## src/design/tcw_pkg.sv

```systemverilog
// Package for the text console writer: screen geometry, field widths,
// request and state codes, and the structs passed between modules.
// No dependencies.
`default_nettype none

package tcw_pkg;

    localparam int COLUMNS    = 80;
    localparam int ROWS       = 25;
    localparam int CELL_COUNT = ROWS * COLUMNS;
    localparam int MOVE_COUNT = CELL_COUNT - COLUMNS;
    localparam int CELL_W     = $clog2(CELL_COUNT);
    localparam int ROW_W      = (ROWS > 2) ? $clog2(ROWS) : 1;
    localparam int COL_W      = $clog2(COLUMNS);

    localparam int CUR_W      = 11;
    localparam int CHAR_W     = 8;
    localparam int COLOR_W    = 8;
    localparam int NIBBLE_W   = 4;
    localparam int CELL_DW    = CHAR_W + COLOR_W;

    localparam int S_TDATA_W  = 24;
    localparam int M_TDATA_W  = 32;

    localparam logic [CHAR_W-1:0] NEWLINE_CODE = 8'h0A;
    localparam logic [CHAR_W-1:0] BLANK_CODE   = 8'h20;

    localparam logic CFG_FG = 1'b0;
    localparam logic CFG_BG = 1'b1;

    localparam logic [NIBBLE_W-1:0] FG_RESET = 4'd2;
    localparam logic [NIBBLE_W-1:0] BG_RESET = 4'd0;

    typedef enum logic [1:0] {
        REQ_PUT  = 2'd0,
        REQ_BACK = 2'd1,
        REQ_READ = 2'd2
    } t_req;

    typedef enum logic [2:0] {
        ST_CLEAR,
        ST_IDLE,
        ST_READ,
        ST_SCROLL,
        ST_PUSH
    } t_state;

    typedef struct packed {
        logic put;
        logic newline;
        logic back;
    } t_cur_cmd;

    typedef struct packed {
        logic [CELL_W-1:0] index;
        logic [CELL_W-1:0] next;
        logic              wrap;
    } t_cur_stat;

    typedef struct packed {
        logic [CUR_W-1:0]   cursor;
        logic               update;
        logic [CHAR_W-1:0]  chr;
        logic [COLOR_W-1:0] color;
        logic               scrolled;
    } t_result;

endpackage

`default_nettype wire

```

## src/design/tcw_cursor.sv

```systemverilog
// Cursor tracker: keeps row, column and cell index, steps them per command
// and flags the wrap past the last row. Depends on tcw_pkg.
`default_nettype none

module tcw_cursor (
    input  wire logic               i_clk,
    input  wire logic               i_rst_n,
    input  wire tcw_pkg::t_cur_cmd  i_cmd,
    output tcw_pkg::t_cur_stat      o_stat
);
    import tcw_pkg::*;

    logic [ROW_W-1:0]  r_row, n_row;
    logic [COL_W-1:0]  r_col, n_col;
    logic [CELL_W-1:0] r_idx, n_idx;
    logic              last_col, last_row, step_row, wrap;

    always_comb begin
        last_col = (r_col == COL_W'(COLUMNS - 1));
        last_row = (r_row == ROW_W'(ROWS - 1));
        step_row = i_cmd.newline || (i_cmd.put && last_col);
        wrap     = 1'b0;
        n_row    = r_row;
        n_col    = r_col;
        n_idx    = r_idx;
        if (step_row) begin
            n_col = '0;
            if (last_row) begin
                wrap  = 1'b1;
                n_row = ROW_W'(ROWS - 1);
                n_idx = CELL_W'(MOVE_COUNT);
            end else begin
                n_row = r_row + ROW_W'(1);
                n_idx = r_idx + CELL_W'(COLUMNS) - CELL_W'(r_col);
            end
        end else if (i_cmd.put) begin
            n_col = r_col + COL_W'(1);
            n_idx = r_idx + CELL_W'(1);
        end else if (i_cmd.back && (r_idx != '0)) begin
            n_idx = r_idx - CELL_W'(1);
            if (r_col == '0) begin
                n_col = COL_W'(COLUMNS - 1);
                n_row = r_row - ROW_W'(1);
            end else begin
                n_col = r_col - COL_W'(1);
            end
        end
    end

    always_ff @(posedge i_clk) begin
        if (!i_rst_n) begin
            r_row <= '0;
            r_col <= '0;
            r_idx <= '0;
        end else begin
            r_row <= n_row;
            r_col <= n_col;
            r_idx <= n_idx;
        end
    end

    assign o_stat.index = r_idx;
    assign o_stat.next  = n_idx;
    assign o_stat.wrap  = wrap;

    a_idx_range: assert property (@(posedge i_clk) disable iff (!i_rst_n)
        32'(r_idx) < CELL_COUNT)
        else $error("cursor index out of range");

    a_idx_matches: assert property (@(posedge i_clk) disable iff (!i_rst_n)
        32'(r_idx) == 32'(r_row) * COLUMNS + 32'(r_col))
        else $error("cursor index disagrees with row and column");

    a_col_range: assert property (@(posedge i_clk) disable iff (!i_rst_n)
        (32'(r_col) < COLUMNS) && (32'(r_row) < ROWS))
        else $error("cursor row or column out of range");

endmodule

`default_nettype wire

```

## config.mk

```make
export PLATFORM = sky130hd
export DESIGN_NAME = tcw_cursor
export DESIGN_NICKNAME = d
export VERILOG_FILES = /design/src/design/tcw_pkg.sv /design/src/design/tcw_cursor.sv
export SDC_FILE = /design/constraint.sdc
export NUM_CORES = 1
export LEC_CHECK = 0
export BUFFER_PORTS_ARGS = -buffer_cell sky130_fd_sc_hd__buf_2
export CAP_MARGIN = 15
export CORE_MARGIN = 3
export CORE_UTILIZATION = 46
export DETAILED_ROUTE_END_ITERATION = 16
export PLACE_DENSITY = 0.69
export RECOVER_POWER = 100
export SYNTH_ARGS = -nofsm -noshare
export SYNTH_HDL_FRONTEND = slang
export SYNTH_SLANG_ARGS = --single-unit
```

## constraint.sdc

```tcl
create_clock -name i_clk -period 2.9 [get_ports i_clk]
set_clock_uncertainty 0.15 [all_clocks]
set_input_delay 0.58 -clock i_clk [delete_from_list [all_inputs] [get_ports i_clk]]
set_output_delay 0.58 -clock i_clk [all_outputs]
set_load 0.01 [all_outputs]
```

Word-level counts from Yosys, hierarchy flattened:

Index checks and enable logic that the tools add are counted.

* memory bits (writable): 0
* bits in read-only memories: 0
* memories kept: 0
* register bits: 23
* bits in latches: 0
* output and inout bits: 23

* multipliers: 0
* equal/unequal tests: 3
* mux-type cells: 14
* reductions and logical operators: 10
* add/sub/neg operators: 8
* div/mod/pow operators: 0
* magnitude comparators: 0
* shift operators: 0
* bitwise operators: 1

Operators with widths (number)
* 11-bit 2-to-1 mux: 4
* 5-bit 2-to-1 mux: 5
* 7-bit 2-to-1 mux: 3
* 11-bit by 1-bit adder with 11-bit output (second input constant): 1
* 11-bit by 7-bit adder with 11-bit output (second input constant): 1
* 11-bit nonzero test: 1
* 11-bit by 1-bit subtractor with 11-bit output (second input constant): 1
* 11-bit by 7-bit subtractor with 11-bit output: 1
* 7-bit by 1-bit adder with 7-bit output (second input constant): 1
* 7-bit == test (second input constant): 1
* 7-bit zero test: 1
* 7-bit by 1-bit subtractor with 7-bit output (second input constant): 1
* 2-bit nonzero test: 3
* 5-bit by 1-bit adder with 5-bit output (second input constant): 1
* 5-bit == test (second input constant): 1
* 5-bit by 1-bit subtractor with 5-bit output (second input constant): 1
* 3-bit AND reduction: 1
* 1-bit logical AND: 2
* 1-bit 2-to-1 mux: 2
* 2-bit by 1-bit inequality test with 1-bit output (second input constant): 1
* 2-bit OR reduction: 1
* 1-bit logical OR: 1
* 1-bit inverter: 1

Depth between registers and ports, before layout:

Gate-level depths: netlist (run 1).

* depth in word-level cells: 5
* depth in mapped cells: 10

Worst setup path after synthesis (run 1):

Ideal clock, no wire load.

* path type: register -> output
* from: register r_idx[6]
* to: output o_stat[11] (netlist name)
* arrival time: 2.134 ns
* cell stages (with the launch flop): 11
* slack: 0.036 ns
* cell sequence: dfxtp_1 > buf_6 > inv_1 > ha_1 > inv_1 > ha_1 > nand3_1 > a211oi_1 > a2111oi_2 > xnor2_1 > a21oi_1

RTL lines
* from (decl): RTL line tcw_cursor.sv:15 `logic [CELL_W-1:0] r_idx, n_idx;`
* from (signal assigned): RTL line tcw_cursor.sv:58 `r_idx <= n_idx;`
* to (decl): RTL line tcw_cursor.sv:9 `output tcw_pkg::t_cur_stat o_stat`

==> results of run 1 <==
state kept, by name (all words and copies together), names as in the netlist:
signal and cells:
r_idx 11, r_col 7, r_row 5
area by class of cell:
type / instances / area [um2] / area share, %
clock buffer: 3 / 41.3 / 1.27
clock inverter: 1 / 5.00 / 0.153
inverter: 29 / 111 / 3.41
multi-input combinational: 218 / 2010 / 61.6
sequential: 23 / 474 / 14.5
tap: 67 / 83.8 / 2.57
timing repair buffer: 78 / 537 / 16.5
critical path, cell delays in order, from the launching register on:
cell                       delay (ps)
sky130_fd_sc_hd__dfxtp_2          350
sky130_fd_sc_hd__buf_6            120
sky130_fd_sc_hd__or4b_4           550
sky130_fd_sc_hd__a211oi_4         300
sky130_fd_sc_hd__a32oi_1          170
sky130_fd_sc_hd__xnor2_1          170
sky130_fd_sc_hd__o22a_2           230
sky130_fd_sc_hd__buf_2            140
synth_stat cells, types with 6 or more instances:
cell                        n
sky130_fd_sc_hd__xor2_1     6
sky130_fd_sc_hd__a21oi_1   22
sky130_fd_sc_hd__nand3_1   13
sky130_fd_sc_hd__dfxtp_1   23
sky130_fd_sc_hd__nand4_1    6
sky130_fd_sc_hd__nor3_1     6
sky130_fd_sc_hd__nor2_1    10
sky130_fd_sc_hd__xnor2_1    9
sky130_fd_sc_hd__a211oi_1   7
sky130_fd_sc_hd__ha_1      26
sky130_fd_sc_hd__nand2_1   18
sky130_fd_sc_hd__or3_1      9
sky130_fd_sc_hd__inv_1     29
per-layer routing:
metal | up-vias | wire (um) | track usage, %
li1 | 1190 | - | -
met1 | 1226 | 3210 | 29.8
met2 | 85 | 3730 | 42.9
met3 | 12 | 340 | 2.70
met4 | 0 | 117 | 7.61
met5 | - | 0 | 0
final timing paths:
check / start / endpoint / slack (ps)
hold / removal: r_row[0]$_SDFFE_PN0P_ / r_row[0]$_SDFFE_PN0P_ / 400
hold reg to reg: r_row[0]$_SDFFE_PN0P_ / r_row[0]$_SDFFE_PN0P_ / 400
setup reg to reg: r_col[1]$_SDFFE_PP0P_ / r_idx[9]$_SDFF_PN0_ / 560
setup / recovery: r_idx[2]$_SDFF_PN0_ / o_stat[10] / -150
where the power goes:
| group | internal [mW] | switching (mW) | total (mW) |
|---|---|---|---|
| clock network | 0.0968 | 0.131 | 0.228 |
| logic | 1.08 | 1.12 | 2.20 |
| registers | 0.387 | 0.0655 | 0.452 |
| total | 1.56 | 1.31 | 2.88 |
repair_timing:
item	in CTS	in global routing
pin swaps	18	23
endpoints found under the setup margin	11	11
gates resized for setup	44	38
buffers inserted	7	8
cell families (layout without fill, tap and decap cells):
logic type,after synthesis,in the layout,share of synthesized area [%]
muxes,4,4,1.73
AOI/OAI and AO/OA,75,75,23.7
adders and majority gates,27,27,14.9
xor gates and xnor gates,15,15,5.69
and+or+nand+nor,97,97,25.6
buffers and inverters,41,111,8.45
DFF,23,23,19.9
==> impl_metrics.sql, run 1 <==
INSERT INTO impl_metrics (metric_group, metric, value, unit) VALUES
('worst_setup_path', 'nature_of_the_critical_path_endpoint', 'primary output', ''),
('routing', 'drt_pass1_iterations', '5', ''),
('synthesis', 'yosysTopAreaCell', 'sky130_fd_sc_hd__dfxtp_1', ''),
('hold_path', 'min_path_cells', '2', ''),
('grt', 'number_of_antenna_violations_at_the_first_check_in_global_routing', '0', ''),
('floorplanning', 'fp.dieArea', '5910', 'um2'),
('sta', 'timing.final.crit_period', '3050', 'ps'),
('floorplanning', 'placementRows', '25', ''),
('synthesis', 'post-synth-top-area-fraction', '19.9', '%'),
('final_layout', 'utilization', '68.2', '%'),
('synthesis', 'avgSynthCellArea', '8.19', 'um2'),
('routing', 'wl_per_cell', '17.7', 'um'),
('placed_design', 'placement.setup.worst_slack', '-62.5', 'ps'),
('cts', 'clkSinkCount', '23', ''),
('synthesis', 'synth_flop_cell', 'sky130_fd_sc_hd__dfxtp_1', ''),
('run_status', 'violations', 'negative setup slack', ''),
('synthesis', 'ys_seq_area_share', '19.9', '%'),
('sta', 'setup_repair_after_global_routing_missed_its_margin', 'yes', ''),
('worst_setup_path', 'required', '2170', 'ps'),
('hold_path', 'worstHoldPathType', 'register to register', ''),
('routing', 'routed-via-count', '2513', ''),
('cts', 'insertion_delay', '280', 'ps'),
('placed_design', 'detailed_place.area', '2710', 'um2'),
('cts', 'ctsHtreeMaxLevel', '1', ''),
('synthesis', 'synth_enable_flop_cells', '0', ''),
('sta', 'maxSlewViolCount', '0', ''),
('sta', 'setup_viol', '5', ''),
('power_and_ir_drop', 'leakage_power_summed_over_all_cells', '1.37', 'nW'),
('final_layout', 'final_net_count', '385', ''),
('routing', 'remaining_number_of_nets_flagged_by_the_antenna_check_after_routing', '0', ''),
('floorplanning', 'initial_core_util', '48.3', '%'),
('final_layout', 'post_layout_nonfiller_instances', '419', ''),
('final_layout', 'mostFrequentLayoutCell', 'sky130_fd_sc_hd__buf_4', ''),
('placed_design', 'port_buffers', '27', ''),
('synthesis', 'synth.lib_cells_used.distinct', '66', ''),
('cts', 'root_buffer', 'sky130_fd_sc_hd__clkbuf_8', ''),
('synthesis', 'yosysWarningCount', '0', ''),
('cts', 'cts_tree', 'done', ''),
('placed_design', 'placed_cells_incl_taps', '400', ''),
('grt', 'wire_length_of_the_first_global_routing_pass', '11.5', 'mm'),
('sta', 'postLayoutSetupSlackWorst', '-154', 'ps'),
('cts', 'cts_made_buffers', '3', ''),
('sta', 'timing.max_slew.rel_slack', '71.1', '%'),
('floorplanning', 'io_pins', '28', ''),
('run_status', 'outcome', 'complete, but fails checks', ''),
('sta', 'fmax', '327', 'MHz'),
('power_and_ir_drop', 'power.total', '2.88', 'mW'),
('grt', 'grtUsageTotal', '24.0', '%'),
('routing', 'detail_route.iter0.violations', '203', ''),
('sta', 'tightestPinTransition', '434', 'ps'),
('floorplanning', 'die_height', '76.9', 'um'),
('power_and_ir_drop', 'vdd.ir_drop.worst', '0.000642', 'V'),
('routing', 'routed_wirelength', '7.40', 'mm'),
('sta', 'worst_hold_margin', '397', 'ps'),
('grt', 'globalRouteOverflowTotal', '0', ''),
('sta', 'fin_setup_tns', '-482', 'ps'),
('grt', 'grt_start_max_net_pins', '14', ''),
('sta', 'final-hold-violation-count', '0', ''),
('routing', 'remaining_drc_errors', '0', ''),
('placed_design', 'globalplace.congestion', '0.958', ''),
('worst_setup_path', 'critical_path.startpoint_type', 'register', ''),
('final_layout', 'area.growth.synth_to_final', '41.1', '%'),
('cts', 'cts_buffer_depth', '2', ''),
('worst_setup_path', 'worst-setup-path-type', 'register to primary output', ''),
('synthesis', 'postSynthNetCount', '314', ''),
('final_layout', 'layout.cells.most_common_list', 'sky130_fd_sc_hd__buf_4 (46), sky130_fd_sc_hd__buf_2 (27), sky130_fd_sc_hd__inv_1 (20)', ''),
('synthesis', 'mapped_cells', '282', ''),
('synthesis', 'ys_top_cells_by_area', 'sky130_fd_sc_hd__dfxtp_1 (20%), sky130_fd_sc_hd__ha_1 (14%), sky130_fd_sc_hd__a21oi_1 (4.8%)', ''),
('final_layout', 'n_antenna_cell', '0', ''),
('worst_setup_path', 'crit_path_max_fanout', '4', ''),
('routing', 'avgViaCountPerCell', '6.00', '');
Power figures use the tool's default switching activity.
==> run 2: changes to the inputs <==
BUFFER_PORTS_ARGS = default   (was -buffer_cell sky130_fd_sc_hd__buf_2)
DONT_BUFFER_PORTS = 1   (was default)
PLACE_DENSITY = 0.65   (was 0.69)
==> impl_metrics.sql, run 2 (synthesized netlist as in run 1, its figures left out) <==
INSERT INTO impl_metrics (metric_group, metric, value, unit) VALUES
('run_status', 'outcome', 'complete, but fails checks', ''),
('run_status', 'violations', 'negative setup slack', ''),
('cts', 'cts_buffer_depth', '2', ''),
('sta', 'postLayoutSetupSlackWorst', '-126', 'ps'),
('final_layout', 'multi_input_area', '2000', 'um2'),
('placed_design', 'placement.setup.worst_slack', '13.0', 'ps'),
('routing', 'remaining_drc_errors', '0', ''),
('floorplanning', 'floorplan.die.width', '76.9', 'um'),
('worst_setup_path', 'required', '2170', 'ps'),
('sta', 'fmax', '330', 'MHz'),
('cts', 'clkSinkCount', '23', ''),
('routing', 'routed-via-count', '2302', ''),
('grt', 'grtUsageTotal', '22.5', '%'),
('routing', 'detail_route.iter0.violations', '127', ''),
('sta', 'fin_setup_tns', '-308', 'ps'),
('placed_design', 'globalplace.congestion', '0.898', ''),
('worst_setup_path', 'nature_of_the_critical_path_endpoint', 'primary output', ''),
('final_layout', 'most_flops_register', 'r_idx', ''),
('routing', 'remaining_number_of_nets_flagged_by_the_antenna_check_after_routing', '0', ''),
('worst_setup_path', 'worst_ep_arrival_time', '2300', 'ps'),
('worst_setup_path', 'crit_path_max_fanout', '9', ''),
('floorplanning', 'initial_core_util', '48.3', '%'),
('grt', 'globalRouteOverflowTotal', '0', ''),
('power_and_ir_drop', 'pwr_density_cell', '870', 'nW/um2'),
('floorplanning', 'placementRows', '25', ''),
('sta', 'maxSlewViolCount', '0', ''),
('worst_setup_path', 'critPathBufInv', '2', ''),
('sta', 'min_period_over_period', '104', '%'),
('floorplanning', 'fp.dieArea', '5910', 'um2'),
('grt', 'grt_start_max_net_pins', '22', ''),
('final_layout', 'largest_reg_flops', '11', ''),
('placed_design', 'post-dp-hpwl', '4.75', 'mm'),
('final_layout', 'utilization', '63.7', '%'),
('hold_path', 'worstHoldPathType', 'input pin to register', ''),
('cts', 'cts_tree', 'done', ''),
('cts', 'insertion_delay', '270', 'ps'),
('cts', 'ctsHtreeMaxLevel', '1', ''),
('final_layout', 'area.sequential', '472', 'um2'),
('floorplanning', 'io_pins', '28', ''),
('final_layout', 'final_layout_size_suffix_gt1_share', '37.2', '%'),
('worst_setup_path', 'worst-setup-path-type', 'register to primary output', ''),
('final_layout', 'layout.cells.most_common_list', 'sky130_fd_sc_hd__buf_4 (38), sky130_fd_sc_hd__inv_1 (21), sky130_fd_sc_hd__a21oi_1 (16), sky130_fd_sc_hd__nand2_1 (16), sky130_fd_sc_hd__dfxtp_1 (16)', ''),
('worst_setup_path', 'path_delay_family', 'simple AND/OR/NAND/NOR gates', ''),
('worst_setup_path', 'cell_by_cell_trace_of_the_critical_path', 'buf_8 -> or4b_4 -> a211oi_4 -> a21oi_1 -> xnor2_1 -> a22oi_2 -> buf_4', ''),
('power_and_ir_drop', 'leakage_power_summed_over_all_cells', '1.20', 'nW'),
('floorplanning', 'coreArea', '4790', 'um2'),
('final_layout', 'n_antenna_cell', '0', ''),
('routing', 'avgViaCountPerCell', '5.99', ''),
('placed_design', 'port_buffers', '0', ''),
('grt', 'wire_length_of_the_first_global_routing_pass', '10.6', 'mm'),
('floorplanning', 'die_height', '76.9', 'um'),
('routing', 'wl_per_cell', '18.4', 'um'),
('cts', 'clkTransAtPathRegs', '90', 'ps'),
('final_layout', 'mostFrequentLayoutCell', 'sky130_fd_sc_hd__buf_4', ''),
('final_layout', 'fillCellCount', '391', ''),
('worst_setup_path', 'critical_path.startpoint_type', 'register', ''),
('final_layout', 'final_net_count', '350', ''),
('final_layout', 'biggestRegsByFlops', 'r_idx: 11 flops, r_col: 7 flops, r_row: 5 flops', ''),
('grt', 'first_global_vias', '2114', ''),
('worst_setup_path', 'critPathSlowestCell', 'sky130_fd_sc_hd__or4b_4', ''),
('cts', 'root_buffer', 'sky130_fd_sc_hd__clkbuf_8', ''),
('sta', 'timing.final.crit_period', '3030', 'ps'),
('cts', 'cts_made_buffers', '3', ''),
('worst_setup_path', 'critical_path_max_stage_delay', '540', 'ps'),
('final_layout', 'area.growth.synth_to_final', '31.9', '%'),
('sta', 'timing.max_slew.rel_slack', '69.6', '%'),
('routing', 'drt_pass1_iterations', '4', ''),
('sta', 'setup_repair_after_global_routing_missed_its_margin', 'yes', ''),
('sta', 'final-hold-violation-count', '0', ''),
('routing', 'routed_wirelength', '7.06', 'mm'),
('sta', 'tightestPinTransition', '455', 'ps'),
('sta', 'setup_viol', '5', ''),
('grt', 'number_of_antenna_violations_at_the_first_check_in_global_routing', '0', ''),
('power_and_ir_drop', 'vdd.ir_drop.worst', '0.000439', 'V'),
('power_and_ir_drop', 'power.total', '2.65', 'mW'),
('flow_run', 'max_capacitance_violation_count', '0', '');
-- run 2: final timing paths --
check | startpoint | endpoint | slack [ps] | cells after the start
setup / recovery | r_idx[2]$_SDFF_PN0_ | o_stat[8] | -130 | 7
hold / removal | i_rst_n | r_idx[1]$_SDFF_PN0_ | 270 | 2
setup reg to reg | r_idx[2]$_SDFF_PN0_ | r_idx[3]$_SDFF_PN0_ | 580 | 10
hold reg to reg | r_row[0]$_SDFFE_PN0P_ | r_row[0]$_SDFFE_PN0P_ | 380 | 2
-- run 2: worst reg2reg max path: cells and delay by family (launching register included) --
family / cells / cell delay [ps]
and+or+nand+nor: 2 / 260
AOI/OAI and AO/OA: 1 / 150
adders and majority gates: 2 / 640
buffers and inverters: 4 / 520
DFF: 1 / 370
xor gates and xnor gates: 1 / 130
-- run 2: power by group --
part           internal [mW]  leakage [nW]  total, mW  switching [mW]
Combinational          0.931         0.985       1.99            1.06
Sequential             0.384         0.192      0.446          0.0617
Clock                 0.0986        0.0228      0.213           0.115
-- run 2: timing repair --
action                                  CTS  global route
pin swaps                                16            22
resized for setup                        40            41
hold buffers                              0             0
endpoints found under the setup margin    8            11
setup buffers                             4            10
endpoints found under the hold margin     0             0
-- run 2: layout make-up --
type,count,share of cell area [%]
clock buffer,4,1.48
multi-input combinational,218,65.8
timing repair buffer,43,11.0
tap,67,2.75
sequential,23,15.5
inverter,29,3.57
-- run 2: stage by stage --
step | instances | hold slack [ps] | instance area, um2
finish | 384 | 269 | 3050
global route | 384 | 271 | 3050
CTS | 374 | 257 | 2790
detailed placement | 366 | 364 | 2530
global placement | 366 | 360 | 2530
floorplan | 282 | 332 | 2310
-- run 2: layer usage --
metal	wire length, um	vias up	GRT usage [%]
li1	-	1123	-
met1	3070	1101	30.3
met2	3470	69	36.8
met3	406	9	3.64
met4	110	0	6.34
met5	0	-	0
==> run 3: changes to the inputs <==
ABC_AREA = 1   (was default)
PLACE_DENSITY = 0.67   (was 0.65)
RECOVER_POWER = 50   (was 100)
clock period = 2.6 ns   (was 2.9 ns; I/O delays follow)
==> impl_metrics.sql, run 3 <==
INSERT INTO impl_metrics (metric_group, metric, value, unit) VALUES
('run_status', 'outcome', 'complete, but fails checks', ''),
('run_status', 'violations', 'negative setup slack', ''),
('final_layout', 'biggestRegsByFlops', 'r_idx: 11 flops, r_col: 7 flops, r_row: 5 flops', ''),
('worst_setup_path', 'path_delay_family', 'adder cells', ''),
('flow_run', 'max_capacitance_violation_count', '0', ''),
('floorplanning', 'coreArea', '4940', 'um2'),
('hold_path', 'min_path_cells', '2', ''),
('routing', 'remaining_number_of_nets_flagged_by_the_antenna_check_after_routing', '0', ''),
('synthesis', 'yosysTopAreaCell', 'sky130_fd_sc_hd__dfxtp_1', ''),
('final_layout', 'most_flops_register', 'r_idx', ''),
('sta', 'postLayoutSetupSlackWorst', '-202', 'ps'),
('synthesis', 'synth.lib_cells_used.distinct', '36', ''),
('power_and_ir_drop', 'leakage_power_summed_over_all_cells', '1.59', 'nW'),
('power_and_ir_drop', 'pwr_density_cell', '931', 'nW/um2'),
('grt', 'first_global_vias', '2560', ''),
('cts', 'cts_buffer_depth', '2', ''),
('floorplanning', 'floorplan.die.width', '79.0', 'um'),
('synthesis', 'synth_flop_cell', 'sky130_fd_sc_hd__dfxtp_1', ''),
('synthesis', 'ys_seq_area_share', '18.8', '%'),
('routing', 'detail_route.iter0.violations', '215', ''),
('synthesis', 'mapped_cells', '393', ''),
('synthesis', 'yosysWarningCount', '0', ''),
('grt', 'grt_start_max_net_pins', '15', ''),
('final_layout', 'area.growth.synth_to_final', '37.8', '%'),
('sta', 'min_period_over_period', '108', '%'),
('synthesis', 'postSynthNetCount', '425', ''),
('worst_setup_path', 'critical_path_max_stage_delay', '340', 'ps'),
('final_layout', 'layout.cells.most_common_list', 'sky130_fd_sc_hd__nand2_1 (72), sky130_fd_sc_hd__inv_1 (45), sky130_fd_sc_hd__nand3_1 (35)', ''),
('sta', 'setup_repair_after_global_routing_missed_its_margin', 'yes', ''),
('worst_setup_path', 'critical_path.startpoint_type', 'register', ''),
('placed_design', 'port_buffers', '0', ''),
('synthesis', 'yosys-top-cells-count', 'sky130_fd_sc_hd__nand2_1 (94), sky130_fd_sc_hd__inv_1 (57), sky130_fd_sc_hd__nand3_1 (48)', ''),
('worst_setup_path', 'cell_by_cell_trace_of_the_critical_path', 'inv_2 -> ha_4 -> ha_4 -> fa_2 -> nand3_2 -> nand3_2 -> nand2_2 -> o21ai_2 -> or2_4 -> nand3_2 -> nand2_2 -> inv_2', ''),
('placed_design', 'placed_cells_incl_taps', '479', ''),
('grt', 'grtUsageTotal', '23.3', '%'),
('synthesis', 'synth_async_sr_flop_share', '0', '%'),
('routing', 'drt_pass1_iterations', '4', ''),
('synthesis', 'synth_enable_flop_cells', '0', ''),
('cts', 'clkSinkCount', '23', ''),
('grt', 'wire_length_of_the_first_global_routing_pass', '11.7', 'mm'),
('routing', 'remaining_drc_errors', '0', ''),
('power_and_ir_drop', 'netSwitchingPower', '1.60', 'mW'),
('cts', 'insertion_delay', '280', 'ps'),
('placed_design', 'post-dp-hpwl', '5.15', 'mm'),
('worst_setup_path', 'nature_of_the_critical_path_endpoint', 'primary output', ''),
('worst_setup_path', 'critPathBufInv', '2', ''),
('floorplanning', 'placementRows', '25', ''),
('worst_setup_path', 'critPathSlowestCell', 'sky130_fd_sc_hd__fa_2', ''),
('sta', 'timing.max_slew.rel_slack', '60.5', '%'),
('placed_design', 'globalplace.congestion', '0.879', ''),
('power_and_ir_drop', 'p_comb_share', '76.5', '%'),
('power_and_ir_drop', 'power.switching_fraction', '51.0', '%'),
('synthesis', 'post-synth-top-area-fraction', '18.8', '%'),
('synthesis', 'postSynthRegisterBits', '23', ''),
('floorplanning', 'initial_core_util', '49.5', '%'),
('synthesis', 'netlist_area', '2450', 'um2'),
('floorplanning', 'die_height', '79.0', 'um'),
('worst_setup_path', 'crit_path_max_fanout', '3', ''),
('routing', 'avgViaCountPerCell', '5.39', ''),
('sta', 'worst_hold_margin', '217', 'ps'),
('grt', 'globalRouteOverflowTotal', '0', ''),
('synthesis', 'synthMostInstantiatedCell', 'sky130_fd_sc_hd__nand2_1', ''),
('floorplanning', 'io_pins', '28', ''),
('routing', 'wl_per_cell', '15.4', 'um'),
('power_and_ir_drop', 'vdd.ir_drop.worst', '0.000368', 'V'),
('power_and_ir_drop', 'power.clock.fraction', '7.7', '%'),
('worst_setup_path', 'required', '1930', 'ps'),
('floorplanning', 'fp.dieArea', '6230', 'um2'),
('power_and_ir_drop', 'intPower', '1.54', 'mW'),
('sta', 'maxSlewViolCount', '0', ''),
('sta', 'tightestPinTransition', '591', 'ps'),
('synthesis', 'ys_top_cells_by_area', 'sky130_fd_sc_hd__dfxtp_1 (19%), sky130_fd_sc_hd__nand2_1 (14%), sky130_fd_sc_hd__ha_1 (13%)', ''),
('power_and_ir_drop', 'power_frac_seq', '15.7', '%'),
('sta', 'timing.final.crit_period', '2800', 'ps'),
('final_layout', 'post_layout_nonfiller_instances', '505', ''),
('cts', 'ctsHtreeMaxLevel', '1', ''),
('cts', 'cts_tree', 'done', ''),
('cts', 'postCtsHoldBufs', '0', ''),
('cts', 'cts_made_buffers', '3', ''),
('worst_setup_path', 'worst_ep_arrival_time', '2130', 'ps'),
('final_layout', 'final_net_count', '471', ''),
('worst_setup_path', 'critPathMostFrequentCell', 'sky130_fd_sc_hd__nand3_2', ''),
('routing', 'routed_wirelength', '7.79', 'mm'),
('hold_path', 'worstHoldPathType', 'input pin to register', ''),
('synthesis', 'avgSynthCellArea', '6.23', 'um2'),
('sta', 'final-hold-violation-count', '0', ''),
('routing', 'routed-via-count', '2724', ''),
('final_layout', 'mostFrequentLayoutCell', 'sky130_fd_sc_hd__nand2_1', ''),
('worst_setup_path', 'worst-setup-path-type', 'register to primary output', ''),
('final_layout', 'largest_reg_flops', '11', ''),
('final_layout', 'n_antenna_cell', '0', ''),
('grt', 'number_of_antenna_violations_at_the_first_check_in_global_routing', '0', ''),
('worst_setup_path', 'critical_path_depth', '12', ''),
('cts', 'root_buffer', 'sky130_fd_sc_hd__clkbuf_8', ''),
('final_layout', 'final_layout_size_suffix_gt1_share', '36.1', '%'),
('cts', 'clkTransAtPathRegs', '90', 'ps'),
('sta', 'setup_viol', '11', ''),
('worst_setup_path', 'worst-r2r-cell-count', '16', ''),
('sta', 'fin_setup_tns', '-994', 'ps'),
('sta', 'fmax', '357', 'MHz');
==> run 3: final cells by class <==
cell class | count | area [um2]
well taps | 67 | 83.8
multi-input cells | 301 | 2130
clock buffers | 4 | 45.0
inverters | 61 | 241
repair buffers | 49 | 394
fillers | 408 | 1570
flip-flops and latches | 23 | 479
==> run 3: worst reg2reg max path: cells and delay by family, from the launching register on <==
family | cells | cell delay (ps)
DFF | 1 | 360
adders and majority gates | 2 | 480
and+or+nand+nor | 3 | 290
buffers and inverters | 8 | 750
AOI/OAI and AO/OA | 3 | 460
==> run 3: worst paths after layout <==
check,start,end,slack [ps]
setup / recovery,r_col[1]$_SDFFE_PP0P_,o_stat[8],-200
setup reg to reg,r_col[5]$_SDFFE_PP0P_,r_idx[8]$_SDFF_PN0_,50
hold reg to reg,r_row[4]$_SDFFE_PN0P_,r_row[4]$_SDFFE_PN0P_,390
hold / removal,i_rst_n,r_row[2]$_SDFFE_PN0P_,220
==> run 3: power by group through the flow <==
stage          combinational, mW  clock (mW)  sequential (mW)
2_1_floorplan               1.19           0            0.552
3_3_place_gp                1.63           0            0.486
3_5_place_dp                1.65           0            0.487
4_1_cts                     1.97       0.242            0.488
5_1_grt                     2.60       0.261            0.502
6_report                    2.40       0.243            0.493
==> run 3: cell families after synthesis <==
family,count (synthesis),synth area share [%]
buf+inv,69,12.1
flops,23,18.8
xor+xnor,12,4.29
compound gates,56,12.9
simple gates,206,37.8
fa+ha+maj,27,14.1
==> run 3: stage by stage <==
stage | area (um2) | setup WS [ps] | utilization, % | power (mW)
after floorplan | 2500 | 38.0 | - | 1.74
after global placement | 2720 | 43.3 | 55.1 | 2.11
after detailed placement | 2720 | 17.2 | 55.1 | 2.14
after CTS | 3030 | -160 | 61.2 | 2.70
after global routing | 3370 | -265 | 68.3 | 3.37
final | 3370 | -202 | 68.3 | 3.14
==> run 3: what timing repair did <==
item	in CTS	in global routing
pin swaps	10	15
buffers inserted	11	12
gates resized for setup	36	76
setup endpoints to repair	11	13
==> run 3: metal layers <==
metal  routed length (um)  global-route usage [%]  up-vias
met2                 3910                    40.4       85
met5                    0                       0        -
met1                 3210                    29.2     1259
met4                  192                    8.76        0
met3                  482                    3.17       24
li1                     -                       -     1356
